`config.mk`:
```
export PLATFORM = sky130hd
export DESIGN_NAME = dpll_pi_loop_nco_unit
export DESIGN_NICKNAME = d
export VERILOG_FILES = /design/src/design/dpllpi_pkg.sv /design/src/design/dpllpi_smul.sv /design/src/design/dpllpi_core.sv /design/src/design/dpll_pi_loop_nco_unit.sv
export SDC_FILE = /design/constraint.sdc
export NUM_CORES = 2
export LEC_CHECK = 0
export ABC_AREA = 1
export BUFFER_PORTS_ARGS = -buffer_cell sky130_fd_sc_hd__buf_2
export CAP_MARGIN = 25
export CELL_PAD_IN_SITES_DETAIL_PLACEMENT = 2
export CELL_PAD_IN_SITES_GLOBAL_PLACEMENT = 2
export CORE_MARGIN = 1.5
export CORE_UTILIZATION = 35
export DETAILED_ROUTE_END_ITERATION = 8
export PLACE_DENSITY = 0.73
export SYNTH_ARGS = -nofsm -noshare
export SYNTH_HDL_FRONTEND = slang
export SYNTH_SLANG_ARGS = --single-unit
export TNS_END_PERCENT = 1
```
`constraint.sdc`:
```
create_clock -name clk_i -period 11.1 [get_ports clk_i]
set_input_delay 1.11 -clock clk_i [delete_from_list [all_inputs] [get_ports clk_i]]
set_output_delay 1.11 -clock clk_i [all_outputs]
set_load 0.005 [all_outputs]
```
`src/design/dpllpi_pkg.sv`:
```
// Shared types, widths and constants of the DPLL loop filter and NCO block.
package dpllpi_pkg;

  // Field and datapath widths
  localparam int unsigned DATA_W     = 32;
  localparam int unsigned PHASE_W    = 32;   // NCO phase width, 16 to 48
  localparam int unsigned EXT_W      = PHASE_W + DATA_W;
  localparam int unsigned NCO_FRAC_W = 48;   // fraction bits of freq * dt in turns
  localparam int unsigned LIMIT_W    = 31;

  // Serial multiplier geometry
  localparam int unsigned MCAND_W  = 2 * DATA_W;
  localparam int unsigned MPLIER_W = DATA_W;
  localparam int unsigned PROD_W   = MCAND_W + MPLIER_W;
  localparam int unsigned CNT_W    = $clog2(MPLIER_W);

  // Gain term: (|g| * |e| * 2pi_q29 + 2^60) >> 61
  localparam int unsigned ROUND_SH = 61;
  localparam int unsigned RND_W    = PROD_W - ROUND_SH + 1;
  localparam int unsigned ACC_W    = RND_W + 2;
  localparam int unsigned FSUM_W   = ACC_W + 1;

  localparam logic [DATA_W-1:0]         TWO_PI_Q29 = 32'd3373259426;
  localparam logic [LIMIT_W-1:0]        LIMIT_RST  = 31'd65536000;
  localparam logic signed [DATA_W-1:0]  SWORD_MAX  = 32'sh7FFF_FFFF;
  localparam logic signed [DATA_W-1:0]  SWORD_MIN  = 32'sh8000_0000;

  typedef logic [DATA_W-1:0]         word_t;
  typedef logic signed [DATA_W-1:0]  sword_t;
  typedef logic [PHASE_W-1:0]        phase_t;
  typedef logic [EXT_W-1:0]          ext_t;
  typedef logic [MCAND_W-1:0]        mcand_t;
  typedef logic [MPLIER_W-1:0]       mplier_t;
  typedef logic [PROD_W-1:0]         prod_t;
  typedef logic [RND_W-1:0]          rnd_t;
  typedef logic signed [ACC_W-1:0]   acc_t;
  typedef logic signed [FSUM_W-1:0]  fsum_t;

  // Configuration register indexes
  localparam int unsigned CFG_IDX_W = 2;
  typedef enum logic [CFG_IDX_W-1:0] {
    CFG_PROP_GAIN   = 2'd0,
    CFG_INTEG_GAIN  = 2'd1,
    CFG_INTEG_LIMIT = 2'd2
  } cfg_idx_e;

  typedef struct packed {
    logic signed [DATA_W-1:0] meas_freq;
    logic signed [DATA_W-1:0] meas_phase;
    logic [DATA_W-1:0]        time_step;
  } in_item_t;

  typedef struct packed {
    logic signed [DATA_W-1:0] corr_freq;
    logic signed [DATA_W-1:0] phase_error;
  } out_item_t;

  typedef struct packed {
    logic signed [DATA_W-1:0] prop_gain;
    logic signed [DATA_W-1:0] integ_gain;
    logic [LIMIT_W-1:0]       integ_limit;
  } cfg_t;

  typedef struct packed {
    logic    start;
    mcand_t  mcand;
    mplier_t mplier;
  } mul_req_t;

  typedef struct packed {
    logic  busy;
    logic  done;
    prod_t prod;
  } mul_rsp_t;

endpackage

```
`src/design/dpllpi_smul.sv`:
```
// Bit-serial shift-and-add multiplier, one multiplier bit per cycle.
module dpllpi_smul (
  input  logic                 clk_i,
  input  logic                 rst_ni,
  input  dpllpi_pkg::mul_req_t req_i,
  output dpllpi_pkg::mul_rsp_t rsp_o
);

  dpllpi_pkg::mcand_t                  hi_q, hi_d;
  dpllpi_pkg::mcand_t                  mcand_q, mcand_d;
  dpllpi_pkg::mplier_t                 lo_q, lo_d;
  logic [dpllpi_pkg::CNT_W-1:0]        cnt_q, cnt_d;
  logic                                busy_q, busy_d;
  logic                                done_q, done_d;
  logic [dpllpi_pkg::MCAND_W:0]        add_sum;

  // Add the multiplicand into the upper half when the current bit is set
  assign add_sum = {1'b0, hi_q} + (lo_q[0] ? {1'b0, mcand_q} : '0);

  // Load on start, then shift the partial product right once per bit
  always_comb begin
    hi_d    = hi_q;
    lo_d    = lo_q;
    mcand_d = mcand_q;
    cnt_d   = cnt_q;
    busy_d  = busy_q;
    done_d  = 1'b0;
    if (req_i.start) begin
      hi_d    = '0;
      lo_d    = req_i.mplier;
      mcand_d = req_i.mcand;
      cnt_d   = '0;
      busy_d  = 1'b1;
    end else if (busy_q) begin
      hi_d  = add_sum[dpllpi_pkg::MCAND_W:1];
      lo_d  = {add_sum[0], lo_q[dpllpi_pkg::MPLIER_W-1:1]};
      cnt_d = cnt_q + 1'b1;
      if (cnt_q == dpllpi_pkg::CNT_W'(dpllpi_pkg::MPLIER_W - 1)) begin
        busy_d = 1'b0;
        done_d = 1'b1;
      end
    end
  end

  always_ff @(posedge clk_i or negedge rst_ni) begin
    if (!rst_ni) begin
      cnt_q  <= '0;
      busy_q <= 1'b0;
      done_q <= 1'b0;
    end else begin
      cnt_q  <= cnt_d;
      busy_q <= busy_d;
      done_q <= done_d;
    end
  end

  always_ff @(posedge clk_i) begin
    hi_q    <= hi_d;
    lo_q    <= lo_d;
    mcand_q <= mcand_d;
  end

  assign rsp_o.busy = busy_q;
  assign rsp_o.done = done_q;
  assign rsp_o.prod = {hi_q, lo_q};

  // A new product is never requested while one is in progress
  a_no_start_busy: assert property (@(posedge clk_i) disable iff (!rst_ni)
    req_i.start |-> !busy_q)
    else $error("multiplier started while busy");

  // Completion is a single-cycle pulse
  a_done_pulse: assert property (@(posedge clk_i) disable iff (!rst_ni)
    done_q |=> !done_q)
    else $error("multiplier done held longer than one cycle");

endmodule

```
`src/design/dpllpi_core.sv`:
```
// Loop sequencer: phase error, PI filter with clamped integral, NCO phase update.
module dpllpi_core (
  input  logic                  clk_i,
  input  logic                  rst_ni,
  input  dpllpi_pkg::cfg_t      cfg_i,
  input  logic                  in_valid_i,
  output logic                  in_ready_o,
  input  dpllpi_pkg::in_item_t  in_data_i,
  output logic                  res_valid_o,
  input  logic                  res_ready_i,
  output dpllpi_pkg::out_item_t res_data_o,
  output dpllpi_pkg::mul_req_t  mul_req_o,
  input  dpllpi_pkg::mul_rsp_t  mul_rsp_i
);

  typedef enum logic [8:0] {
    ST_IDLE  = 9'b000000001,
    ST_M_ERR = 9'b000000010,
    ST_M_KI  = 9'b000000100,
    ST_INTEG = 9'b000001000,
    ST_M_KP  = 9'b000010000,
    ST_SUM   = 9'b000100000,
    ST_SAT   = 9'b001000000,
    ST_M_NCO = 9'b010000000,
    ST_DONE  = 9'b100000000
  } state_e;

  state_e                 state_q, state_d;
  logic                   go_q, go_d;
  dpllpi_pkg::in_item_t   item_q, item_d;
  dpllpi_pkg::word_t      err_q, err_d;
  dpllpi_pkg::mcand_t     m1_q, m1_d;
  dpllpi_pkg::rnd_t       r_q, r_d;
  logic                   neg_q, neg_d;
  dpllpi_pkg::sword_t     integ_q, integ_d;
  dpllpi_pkg::acc_t       tsum_q, tsum_d;
  dpllpi_pkg::sword_t     freq_q, freq_d;
  dpllpi_pkg::phase_t     nco_q, nco_d;

  dpllpi_pkg::ext_t       mp_ext, err_ext;
  dpllpi_pkg::phase_t     mp_w, err_w, adv;
  dpllpi_pkg::word_t      err32, e_abs, ki_abs, kp_abs;
  logic [dpllpi_pkg::RND_W:0] rnd_sum;
  dpllpi_pkg::rnd_t       rnd;
  dpllpi_pkg::acc_t       integ_ext, r_ext, lim_ext, pi_sum, clamp;
  dpllpi_pkg::fsum_t      fsum;
  dpllpi_pkg::sword_t     sat;
  dpllpi_pkg::mcand_t     low_prod;

  // Align the measured phase to the NCO width and wrap the difference
  assign mp_ext  = {in_data_i.meas_phase, {dpllpi_pkg::PHASE_W{1'b0}}};
  assign mp_w    = dpllpi_pkg::phase_t'(mp_ext >> dpllpi_pkg::DATA_W);
  assign err_w   = mp_w - nco_q;
  assign err_ext = {err_w, {dpllpi_pkg::DATA_W{1'b0}}} >> dpllpi_pkg::PHASE_W;
  assign err32   = err_ext[dpllpi_pkg::DATA_W-1:0];

  // Magnitudes for the unsigned serial products
  assign e_abs  = err_q[dpllpi_pkg::DATA_W-1] ? (~err_q + 1'b1) : err_q;
  assign ki_abs = cfg_i.integ_gain[dpllpi_pkg::DATA_W-1] ?
                  (~dpllpi_pkg::word_t'(cfg_i.integ_gain) + 1'b1) :
                  dpllpi_pkg::word_t'(cfg_i.integ_gain);
  assign kp_abs = cfg_i.prop_gain[dpllpi_pkg::DATA_W-1] ?
                  (~dpllpi_pkg::word_t'(cfg_i.prop_gain) + 1'b1) :
                  dpllpi_pkg::word_t'(cfg_i.prop_gain);

  // Round the scaled product to Q16.16, half away from zero on the magnitude
  assign rnd_sum = {1'b0, mul_rsp_i.prod[dpllpi_pkg::PROD_W-1:dpllpi_pkg::ROUND_SH-1]}
                 + {{dpllpi_pkg::RND_W{1'b0}}, 1'b1};
  assign rnd     = rnd_sum[dpllpi_pkg::RND_W:1];

  // Integral plus signed gain term, shared by the clamp and the output sum
  assign integ_ext = dpllpi_pkg::acc_t'(integ_q);
  assign r_ext     = dpllpi_pkg::acc_t'(r_q);
  assign lim_ext   = dpllpi_pkg::acc_t'(cfg_i.integ_limit);
  assign pi_sum    = neg_q ? (integ_ext - r_ext) : (integ_ext + r_ext);

  // Clamp the integral to the symmetric limit
  always_comb begin
    priority if (pi_sum > lim_ext) begin
      clamp = lim_ext;
    end else if (pi_sum < -lim_ext) begin
      clamp = -lim_ext;
    end else begin
      clamp = pi_sum;
    end
  end

  // Saturate the corrected frequency to 32 bits
  assign fsum = dpllpi_pkg::fsum_t'(item_q.meas_freq) + dpllpi_pkg::fsum_t'(tsum_q);
  always_comb begin
    priority if (fsum > dpllpi_pkg::fsum_t'(dpllpi_pkg::SWORD_MAX)) begin
      sat = dpllpi_pkg::SWORD_MAX;
    end else if (fsum < dpllpi_pkg::fsum_t'(dpllpi_pkg::SWORD_MIN)) begin
      sat = dpllpi_pkg::SWORD_MIN;
    end else begin
      sat = dpllpi_pkg::sword_t'(fsum);
    end
  end

  // Phase advance: keep the turn fraction bits of freq * dt
  assign low_prod = mul_rsp_i.prod[dpllpi_pkg::MCAND_W-1:0];
  assign adv      = dpllpi_pkg::phase_t'(low_prod >>
                    (dpllpi_pkg::NCO_FRAC_W - dpllpi_pkg::PHASE_W));

  // Select multiplier operands by step
  always_comb begin
    mul_req_o.start  = go_q;
    mul_req_o.mcand  = '0;
    mul_req_o.mplier = '0;
    unique case (state_q)
      ST_M_ERR: begin
        mul_req_o.mcand  = dpllpi_pkg::mcand_t'(e_abs);
        mul_req_o.mplier = dpllpi_pkg::TWO_PI_Q29;
      end
      ST_M_KI: begin
        mul_req_o.mcand  = m1_q;
        mul_req_o.mplier = ki_abs;
      end
      ST_M_KP: begin
        mul_req_o.mcand  = m1_q;
        mul_req_o.mplier = kp_abs;
      end
      ST_M_NCO: begin
        mul_req_o.mcand  = dpllpi_pkg::mcand_t'(freq_q);
        mul_req_o.mplier = item_q.time_step;
      end
      default: begin
        mul_req_o.mcand  = '0;
        mul_req_o.mplier = '0;
      end
    endcase
  end

  // Sequence one update through the shared multiplier
  always_comb begin
    state_d = state_q;
    go_d    = 1'b0;
    item_d  = item_q;
    err_d   = err_q;
    m1_d    = m1_q;
    r_d     = r_q;
    neg_d   = neg_q;
    integ_d = integ_q;
    tsum_d  = tsum_q;
    freq_d  = freq_q;
    nco_d   = nco_q;
    unique case (state_q)
      ST_IDLE: begin
        if (in_valid_i) begin
          item_d  = in_data_i;
          err_d   = err32;
          state_d = ST_M_ERR;
          go_d    = 1'b1;
        end
      end
      ST_M_ERR: begin
        if (mul_rsp_i.done) begin
          m1_d    = low_prod;
          state_d = ST_M_KI;
          go_d    = 1'b1;
        end
      end
      ST_M_KI: begin
        if (mul_rsp_i.done) begin
          r_d     = rnd;
          neg_d   = cfg_i.integ_gain[dpllpi_pkg::DATA_W-1] ^ err_q[dpllpi_pkg::DATA_W-1];
          state_d = ST_INTEG;
        end
      end
      ST_INTEG: begin
        integ_d = dpllpi_pkg::sword_t'(clamp);
        state_d = ST_M_KP;
        go_d    = 1'b1;
      end
      ST_M_KP: begin
        if (mul_rsp_i.done) begin
          r_d     = rnd;
          neg_d   = cfg_i.prop_gain[dpllpi_pkg::DATA_W-1] ^ err_q[dpllpi_pkg::DATA_W-1];
          state_d = ST_SUM;
        end
      end
      ST_SUM: begin
        tsum_d  = pi_sum;
        state_d = ST_SAT;
      end
      ST_SAT: begin
        freq_d  = sat;
        state_d = ST_M_NCO;
        go_d    = 1'b1;
      end
      ST_M_NCO: begin
        if (mul_rsp_i.done) begin
          nco_d   = nco_q + adv;
          state_d = ST_DONE;
        end
      end
      ST_DONE: begin
        if (res_ready_i) begin
          state_d = ST_IDLE;
        end
      end
      default: begin
        state_d = ST_IDLE;
      end
    endcase
  end

  always_ff @(posedge clk_i or negedge rst_ni) begin
    if (!rst_ni) begin
      state_q <= ST_IDLE;
      go_q    <= 1'b0;
      integ_q <= '0;
      nco_q   <= '0;
    end else begin
      state_q <= state_d;
      go_q    <= go_d;
      integ_q <= integ_d;
      nco_q   <= nco_d;
    end
  end

  always_ff @(posedge clk_i) begin
    item_q <= item_d;
    err_q  <= err_d;
    m1_q   <= m1_d;
    r_q    <= r_d;
    neg_q  <= neg_d;
    tsum_q <= tsum_d;
    freq_q <= freq_d;
  end

  assign in_ready_o              = (state_q == ST_IDLE);
  assign res_valid_o             = (state_q == ST_DONE);
  assign res_data_o.corr_freq    = freq_q;
  assign res_data_o.phase_error  = err_q;

  // The multiplier is free whenever a new transaction can be taken
  a_idle_mul_free: assert property (@(posedge clk_i) disable iff (!rst_ni)
    (state_q == ST_IDLE) |-> !mul_rsp_i.busy)
    else $error("multiplier busy while sequencer idle");

  // The stored integral respects the limit it was clamped against
  a_integ_bound: assert property (@(posedge clk_i) disable iff (!rst_ni)
    (state_q == ST_SUM) |->
      ((dpllpi_pkg::acc_t'(integ_q) <= dpllpi_pkg::acc_t'($past(cfg_i.integ_limit))) &&
       (dpllpi_pkg::acc_t'(integ_q) >= -dpllpi_pkg::acc_t'($past(cfg_i.integ_limit)))))
    else $error("integral outside its limit");

  // The phase error product is launched on entry to its step
  a_mul_launch: assert property (@(posedge clk_i) disable iff (!rst_ni)
    ((state_q == ST_IDLE) && in_valid_i) |=> (go_q && (state_q == ST_M_ERR)))
    else $error("phase error product not launched");

endmodule

```
`src/design/dpll_pi_loop_nco_unit.sv`:
```
// Top level of the DPLL: configuration registers, loop sequencer, result register.
//
// Usage:
//   Configuration: write cfg_data_i to register cfg_idx_i (0 proportional
//   gain, 1 integral gain, 2 integral limit) with cfg_valid_i; cfg_ready_o
//   is always high. Unknown indexes are dropped. Write only while idle.
//   Input: one transaction on in_valid_i/in_ready_o per loop update
//   (measured frequency, measured phase, time step). Output: one transaction
//   per update on out_valid_o/out_ready_i (corrected frequency, phase error).
//   Timing: every product goes through one shared bit-serial multiplier,
//   one bit of its 32-bit multiplier operand per cycle. Each update runs
//   four products in turn (phase error, integral gain, proportional gain,
//   NCO advance), and a new input is taken only after the previous result
//   has been handed to the output register.
//   Stalls: the result waits in an output register; the next update is
//   accepted and computed meanwhile, and holds at its end until that
//   register frees up.
//   Reset: the NCO phase and integral clear to zero, gains to zero and the
//   limit to 1000 Hz; no transaction is pending.
module dpll_pi_loop_nco_unit (
  input  logic                                clk_i,
  input  logic                                rst_ni,
  input  logic                                cfg_valid_i,
  output logic                                cfg_ready_o,
  input  logic [dpllpi_pkg::CFG_IDX_W-1:0]    cfg_idx_i,
  input  logic [dpllpi_pkg::DATA_W-1:0]       cfg_data_i,
  input  logic                                in_valid_i,
  output logic                                in_ready_o,
  input  dpllpi_pkg::in_item_t                in_data_i,
  output logic                                out_valid_o,
  input  logic                                out_ready_i,
  output dpllpi_pkg::out_item_t               out_data_o
);

  dpllpi_pkg::cfg_t      cfg_q, cfg_d;
  logic                  out_valid_q, out_valid_d;
  dpllpi_pkg::out_item_t out_data_q, out_data_d;
  logic                  res_valid, res_ready;
  dpllpi_pkg::out_item_t res_data;
  dpllpi_pkg::mul_req_t  mul_req;
  dpllpi_pkg::mul_rsp_t  mul_rsp;

  assign cfg_ready_o = 1'b1;

  // Decode register writes
  always_comb begin
    cfg_d = cfg_q;
    if (cfg_valid_i) begin
      unique case (cfg_idx_i)
        dpllpi_pkg::CFG_PROP_GAIN:   cfg_d.prop_gain   = cfg_data_i;
        dpllpi_pkg::CFG_INTEG_GAIN:  cfg_d.integ_gain  = cfg_data_i;
        dpllpi_pkg::CFG_INTEG_LIMIT: cfg_d.integ_limit =
                                       cfg_data_i[dpllpi_pkg::LIMIT_W-1:0];
        default: cfg_d = cfg_q;
      endcase
    end
  end

  always_ff @(posedge clk_i or negedge rst_ni) begin
    if (!rst_ni) begin
      cfg_q.prop_gain   <= '0;
      cfg_q.integ_gain  <= '0;
      cfg_q.integ_limit <= dpllpi_pkg::LIMIT_RST;
    end else begin
      cfg_q <= cfg_d;
    end
  end

  // Hold the finished result until the receiver takes it
  assign res_ready = !out_valid_q || out_ready_i;

  always_comb begin
    out_valid_d = out_valid_q;
    out_data_d  = out_data_q;
    if (out_valid_q && out_ready_i) begin
      out_valid_d = 1'b0;
    end
    if (res_valid && res_ready) begin
      out_valid_d = 1'b1;
      out_data_d  = res_data;
    end
  end

  always_ff @(posedge clk_i or negedge rst_ni) begin
    if (!rst_ni) begin
      out_valid_q <= 1'b0;
    end else begin
      out_valid_q <= out_valid_d;
    end
  end

  always_ff @(posedge clk_i) begin
    out_data_q <= out_data_d;
  end

  assign out_valid_o = out_valid_q;
  assign out_data_o  = out_data_q;

  dpllpi_core u_core (
    .clk_i       (clk_i),
    .rst_ni      (rst_ni),
    .cfg_i       (cfg_q),
    .in_valid_i  (in_valid_i),
    .in_ready_o  (in_ready_o),
    .in_data_i   (in_data_i),
    .res_valid_o (res_valid),
    .res_ready_i (res_ready),
    .res_data_o  (res_data),
    .mul_req_o   (mul_req),
    .mul_rsp_i   (mul_rsp)
  );

  dpllpi_smul u_smul (
    .clk_i  (clk_i),
    .rst_ni (rst_ni),
    .req_i  (mul_req),
    .rsp_o  (mul_rsp)
  );

endmodule

```
==> results.json <==
{
  "cp-end-kind": "flop",
  "gr-usage-met2_pct": 48.9,
  "clk_root_buffer_cell": "sky130_fd_sc_hd__clkbuf_16",
  "final_net_count": 6053,
  "setup.worst_path.start_class": "flop",
  "wl_per_cell_um": 25.0,
  "gp_routability_congestion": 0.914,
  "finalPower_mw": 8.46,
  "synth_xor_area_share_pct": 4.98,
  "die_w_um": 355,
  "number_of_buffers_inserted_for_hold_repair_after_clock_tree_synthesis": 0,
  "grt_usage_pct": 28.9,
  "hold_path_class": "input port to async pin",
  "synth_flop_cell": "sky130_fd_sc_hd__edfxtp_1",
  "postSynthCellCount": 5438,
  "worst-path-buf-inv": 3,
  "cp.required_ns": 11.74,
  "grt_pass1_wl_um": 274000,
  "drive_gt1_share_pct": 8.37,
  "tritoncts_clock_tree": "yes",
  "postSynthNetCount": 5852,
  "synth-edff-count": 427,
  "grtUsageMet3_pct": 3.07,
  "period_needed_ns": 6.83,
  "buffers_on_ports": 200,
  "antenna_violating_nets_post_route": 0,
  "remaining_drc_errors": 0,
  "first_global_vias": 43100,
  "routed-via-count": 39900,
  "timing_max_transition_violations_final": 0,
  "per_instance_average_area_after_synthesis_um2": 7.95,
  "yosys_warnings": 0,
  "core_region_area_um2": 122000,
  "cts-htree-levels": 3,
  "period_share_pct": 61.5,
  "cap_violations": 0,
  "max_freq_mhz": 146,
  "area.growth.synth_to_final_pct": 13.2,
  "num_rows": 128,
  "synth-simple-area-share_pct": 22.6,
  "vdd.ir_drop.worst_v": 0.000112,
  "grt_busiest_layer": "met2",
  "timing_hold_violations_final": 0,
  "max_slew_margin_pct": 25.6,
  "drt-vias-per-instance": 5.44,
  "post_cts_sizing": 0,
  "crit_slowest_cell": "sky130_fd_sc_hd__xor2_1",
  "pwr_density_cell_nw_per_um2": 173,
  "worstPathMaxFanout": 33,
  "worst_skew_pair.late_latency_ns": 0.70,
  "wirelength_um": 183000,
  "syn_area_um2": 43200,
  "crit_family": "simple AND/OR/NAND/NOR gates",
  "ys_async_sr_fraction_pct": 26.5,
  "fillCellCount": 14000,
  "maximum_count_of_clock_buffers_along_a_single_path": 3,
  "rsz0062_at_grt": "false",
  "cp_slowest_stage_delay_ns": 0.62,
  "firstDrtPassIters": 5,
  "globalRouteOverflowTotal": 0,
  "seq_area_um2": 18500,
  "setup-violations-final": 0,
  "synth.lib_cells_used.distinct": 76,
  "total_leakage_power_nw": 22.4,
  "floorplan.io_pins": 202,
  "critical_path_arrival_ns": 7.47,
  "synth_compound_gate_area_share_pct": 13.7,
  "postCtsSetupBuffers": 0,
  "largest_net_degree_at_the_start_of_global_routing": 139,
  "synth_fa_ha_area_share_pct": 8.16,
  "setup_ws_ns": 4.27,
  "start_util_pct": 35.4,
  "worstMarginPinSlew_ns": 1.12,
  "grt_util_met1_pct": 38.6,
  "cts-buffers-inserted": 83,
  "timing.setup.tns_ns": 0,
  "antenna_found_initial": 12,
  "multiInputGateArea_um2": 21500,
  "postSynthRegisterBits": 668,
  "drt-initial-drc-count": 2422,
  "outcome": "finished clean",
  "main_combinational_cell_family_by_area_after_synthesis": "simple AND/OR/NAND/NOR gates",
  "hpwl_after_dpl_um": 143000,
  "fin_skew_ns": 0.0499,
  "antenna_cells_inserted": 0,
  "criticalPathCategory": "flop to flop",
  "cts.sinks": 668,
  "floorplan.die_area_um2": 126000,
  "clk_pin_slew_ns": 0.07,
  "chipHeight_um": 355,
  "dp_slack_ns": 4.38,
  "crit_path_frequent_cell": "sky130_fd_sc_hd__nand2_1",
  "synth.yosys.seq_area_share_pct": 42.9,
  "synth_mux_area_share_pct": 0
}
==> kinds of logic (layout without fill, tap and decap cells) <==
kind of cell	after synthesis	after routing
AO/OA/AOI/OAI	1061	1061
buffers and inverters	853	1124
AND/OR/NAND/NOR	2333	2333
XOR/XNOR	243	243
flip-flops	668	668
other	1	1
adder cells (fa/ha/maj)	279	279
==> metrics by stage <==
stage	std cells	area, µm²	hold WS [ns]	util (%)
5_1_grt	7334	49000	0.376	40.1
6_report	7334	49000	0.388	40.1
2_1_floorplan	5438	43200	0.424	-
3_5_place_dp	7178	46100	0.442	37.7
3_3_place_gp	7176	46100	0.434	37.7
4_1_cts	7333	49000	0.348	40.1
==> final timing paths <==
| check | startpoint | endpoint | slack [ns] | cells past startpoint |
|---|---|---|---|---|
| max in group asynchronous | rst_ni | u_core.integ_q[28] | 9.40 | 2 |
| worst max-delay path | u_core.r_q[3] | u_core.integ_q[14] | 4.27 | 41 |
| min in group clk_i | u_smul.lo_q[14] | u_core.m1_q[14] | 0.45 | 0 |
| worst min register to register | u_smul.lo_q[14] | u_core.m1_q[14] | 0.45 | 0 |
| worst min-delay path | rst_ni | u_core.nco_q[30] | 0.39 | 1 |
| worst max register to register | u_core.r_q[3] | u_core.integ_q[14] | 4.27 | 41 |
==> per-layer routing <==
metal | wire length, µm | part of all wire [%] | up-vias
met5 | 0 | 0 | -
met4 | 6250 | 3.4 | 0
met3 | 6600 | 3.6 | 261
met2 | 87300 | 48 | 797
met1 | 83000 | 45 | 20300
li1 | - | - | 18600
==> final cells by class <==
| class | instances | area share, % |
|---|---|---|
| repair buffers | 242 | 2.81 |
| multi-input cells | 3917 | 43.8 |
| inverters | 727 | 5.57 |
| well taps | 1625 | 4.15 |
| clock inverters | 49 | 1.12 |
| clock buffers | 106 | 4.67 |
| flip-flops and latches | 668 | 37.9 |
==> synthesized netlist by cell type (6+ instances only) <==
master,n,area (µm²)
sky130_fd_sc_hd__xnor2_1,62,543
sky130_fd_sc_hd__buf_6,12,135
sky130_fd_sc_hd__a21o_1,20,150
sky130_fd_sc_hd__o31ai_1,9,67.6
sky130_fd_sc_hd__inv_1,715,2680
sky130_fd_sc_hd__nand2_1,1377,5170
sky130_fd_sc_hd__a21boi_0,7,52.6
sky130_fd_sc_hd__o211ai_1,28,210
sky130_fd_sc_hd__nand4_1,50,313
sky130_fd_sc_hd__xor2_1,179,1570
sky130_fd_sc_hd__nor4_1,29,181
sky130_fd_sc_hd__buf_2,9,45.0
sky130_fd_sc_hd__nand3_2,6,60.1
sky130_fd_sc_hd__ha_1,274,3430
sky130_fd_sc_hd__or2_2,22,138
sky130_fd_sc_hd__a22oi_1,26,195
sky130_fd_sc_hd__a21oi_1,369,1850
sky130_fd_sc_hd__edfxtp_1,427,12800
sky130_fd_sc_hd__o21ai_1,14,70.1
sky130_fd_sc_hd__nand2_2,9,56.3
sky130_fd_sc_hd__clkbuf_1,96,360
sky130_fd_sc_hd__dfxtp_1,64,1280
sky130_fd_sc_hd__o21a_1,21,158
sky130_fd_sc_hd__dfstp_2,7,184
sky130_fd_sc_hd__inv_2,10,37.5
sky130_fd_sc_hd__o22ai_1,11,68.8
sky130_fd_sc_hd__nand3_1,249,1250
sky130_fd_sc_hd__a31oi_1,72,450
sky130_fd_sc_hd__dfrtp_1,170,4250
sky130_fd_sc_hd__nor2_1,461,1730
sky130_fd_sc_hd__nor3_1,79,395
sky130_fd_sc_hd__nor2_2,6,37.5
sky130_fd_sc_hd__o21ai_0,412,2060
sky130_fd_sc_hd__o21bai_1,25,188
sky130_fd_sc_hd__nand3b_1,12,90.1
sky130_fd_sc_hd__nor2_4,6,67.6
sky130_fd_sc_hd__o2111ai_1,8,70.1
==> where the power goes <==
group | switching (mW) | total [mW] | internal (mW)
combinational | 1.44 | 2.08 | 0.643
sequential | 0.447 | 3.52 | 3.08
clock | 1.21 | 2.86 | 1.64
==> worst register-to-register path, delay by kind of cell (launching register included) <==
| family | cells | cell delay (ns) |
|---|---|---|
| and+or+nand+nor | 31 | 4.08 |
| AOI/OAI and AO/OA | 3 | 0.57 |
| DFF | 1 | 0.43 |
| xor gates and xnor gates | 2 | 0.78 |
| adders and majority gates | 2 | 0.72 |
| buffers and inverters | 3 | 0.20 |
==> cell usage in the layout (no fill, tap or decap), types with 20 or more instances in the layout <==
master / count
sky130_fd_sc_hd__ha_1: 274
sky130_fd_sc_hd__a21oi_1: 369
sky130_fd_sc_hd__nor3_1: 78
sky130_fd_sc_hd__clkbuf_16: 86
sky130_fd_sc_hd__a31oi_1: 72
sky130_fd_sc_hd__a22oi_1: 26
sky130_fd_sc_hd__a21o_1: 20
sky130_fd_sc_hd__xor2_1: 179
sky130_fd_sc_hd__o21ai_0: 412
sky130_fd_sc_hd__nand2_1: 1376
sky130_fd_sc_hd__o211ai_1: 28
sky130_fd_sc_hd__nor2_1: 454
sky130_fd_sc_hd__buf_2: 199
sky130_fd_sc_hd__o21a_1: 21
sky130_fd_sc_hd__nor4_1: 28
sky130_fd_sc_hd__o21bai_1: 25
sky130_fd_sc_hd__dfrtp_1: 169
sky130_fd_sc_hd__dfxtp_1: 64
sky130_fd_sc_hd__nand3_1: 246
sky130_fd_sc_hd__or2_2: 22
sky130_fd_sc_hd__xnor2_1: 62
sky130_fd_sc_hd__buf_4: 38
sky130_fd_sc_hd__edfxtp_1: 427
sky130_fd_sc_hd__inv_1: 713
sky130_fd_sc_hd__nand4_1: 50
==> sequential cells by signal, summed over array words and instances (netlist names), 32 cells and up <==
name,flops
cfg_q,95
out_data_o,64
u_core.item_q,64
u_core.m1_q,64
u_smul.hi_q,64
u_smul.mcand_q,64
u_core.tsum_q,38
u_core.r_q,36
u_core.err_q,32
u_core.freq_q,32
u_core.integ_q,32
u_core.nco_q,32
u_smul.lo_q,32
(Power assumes the default switching activity.)
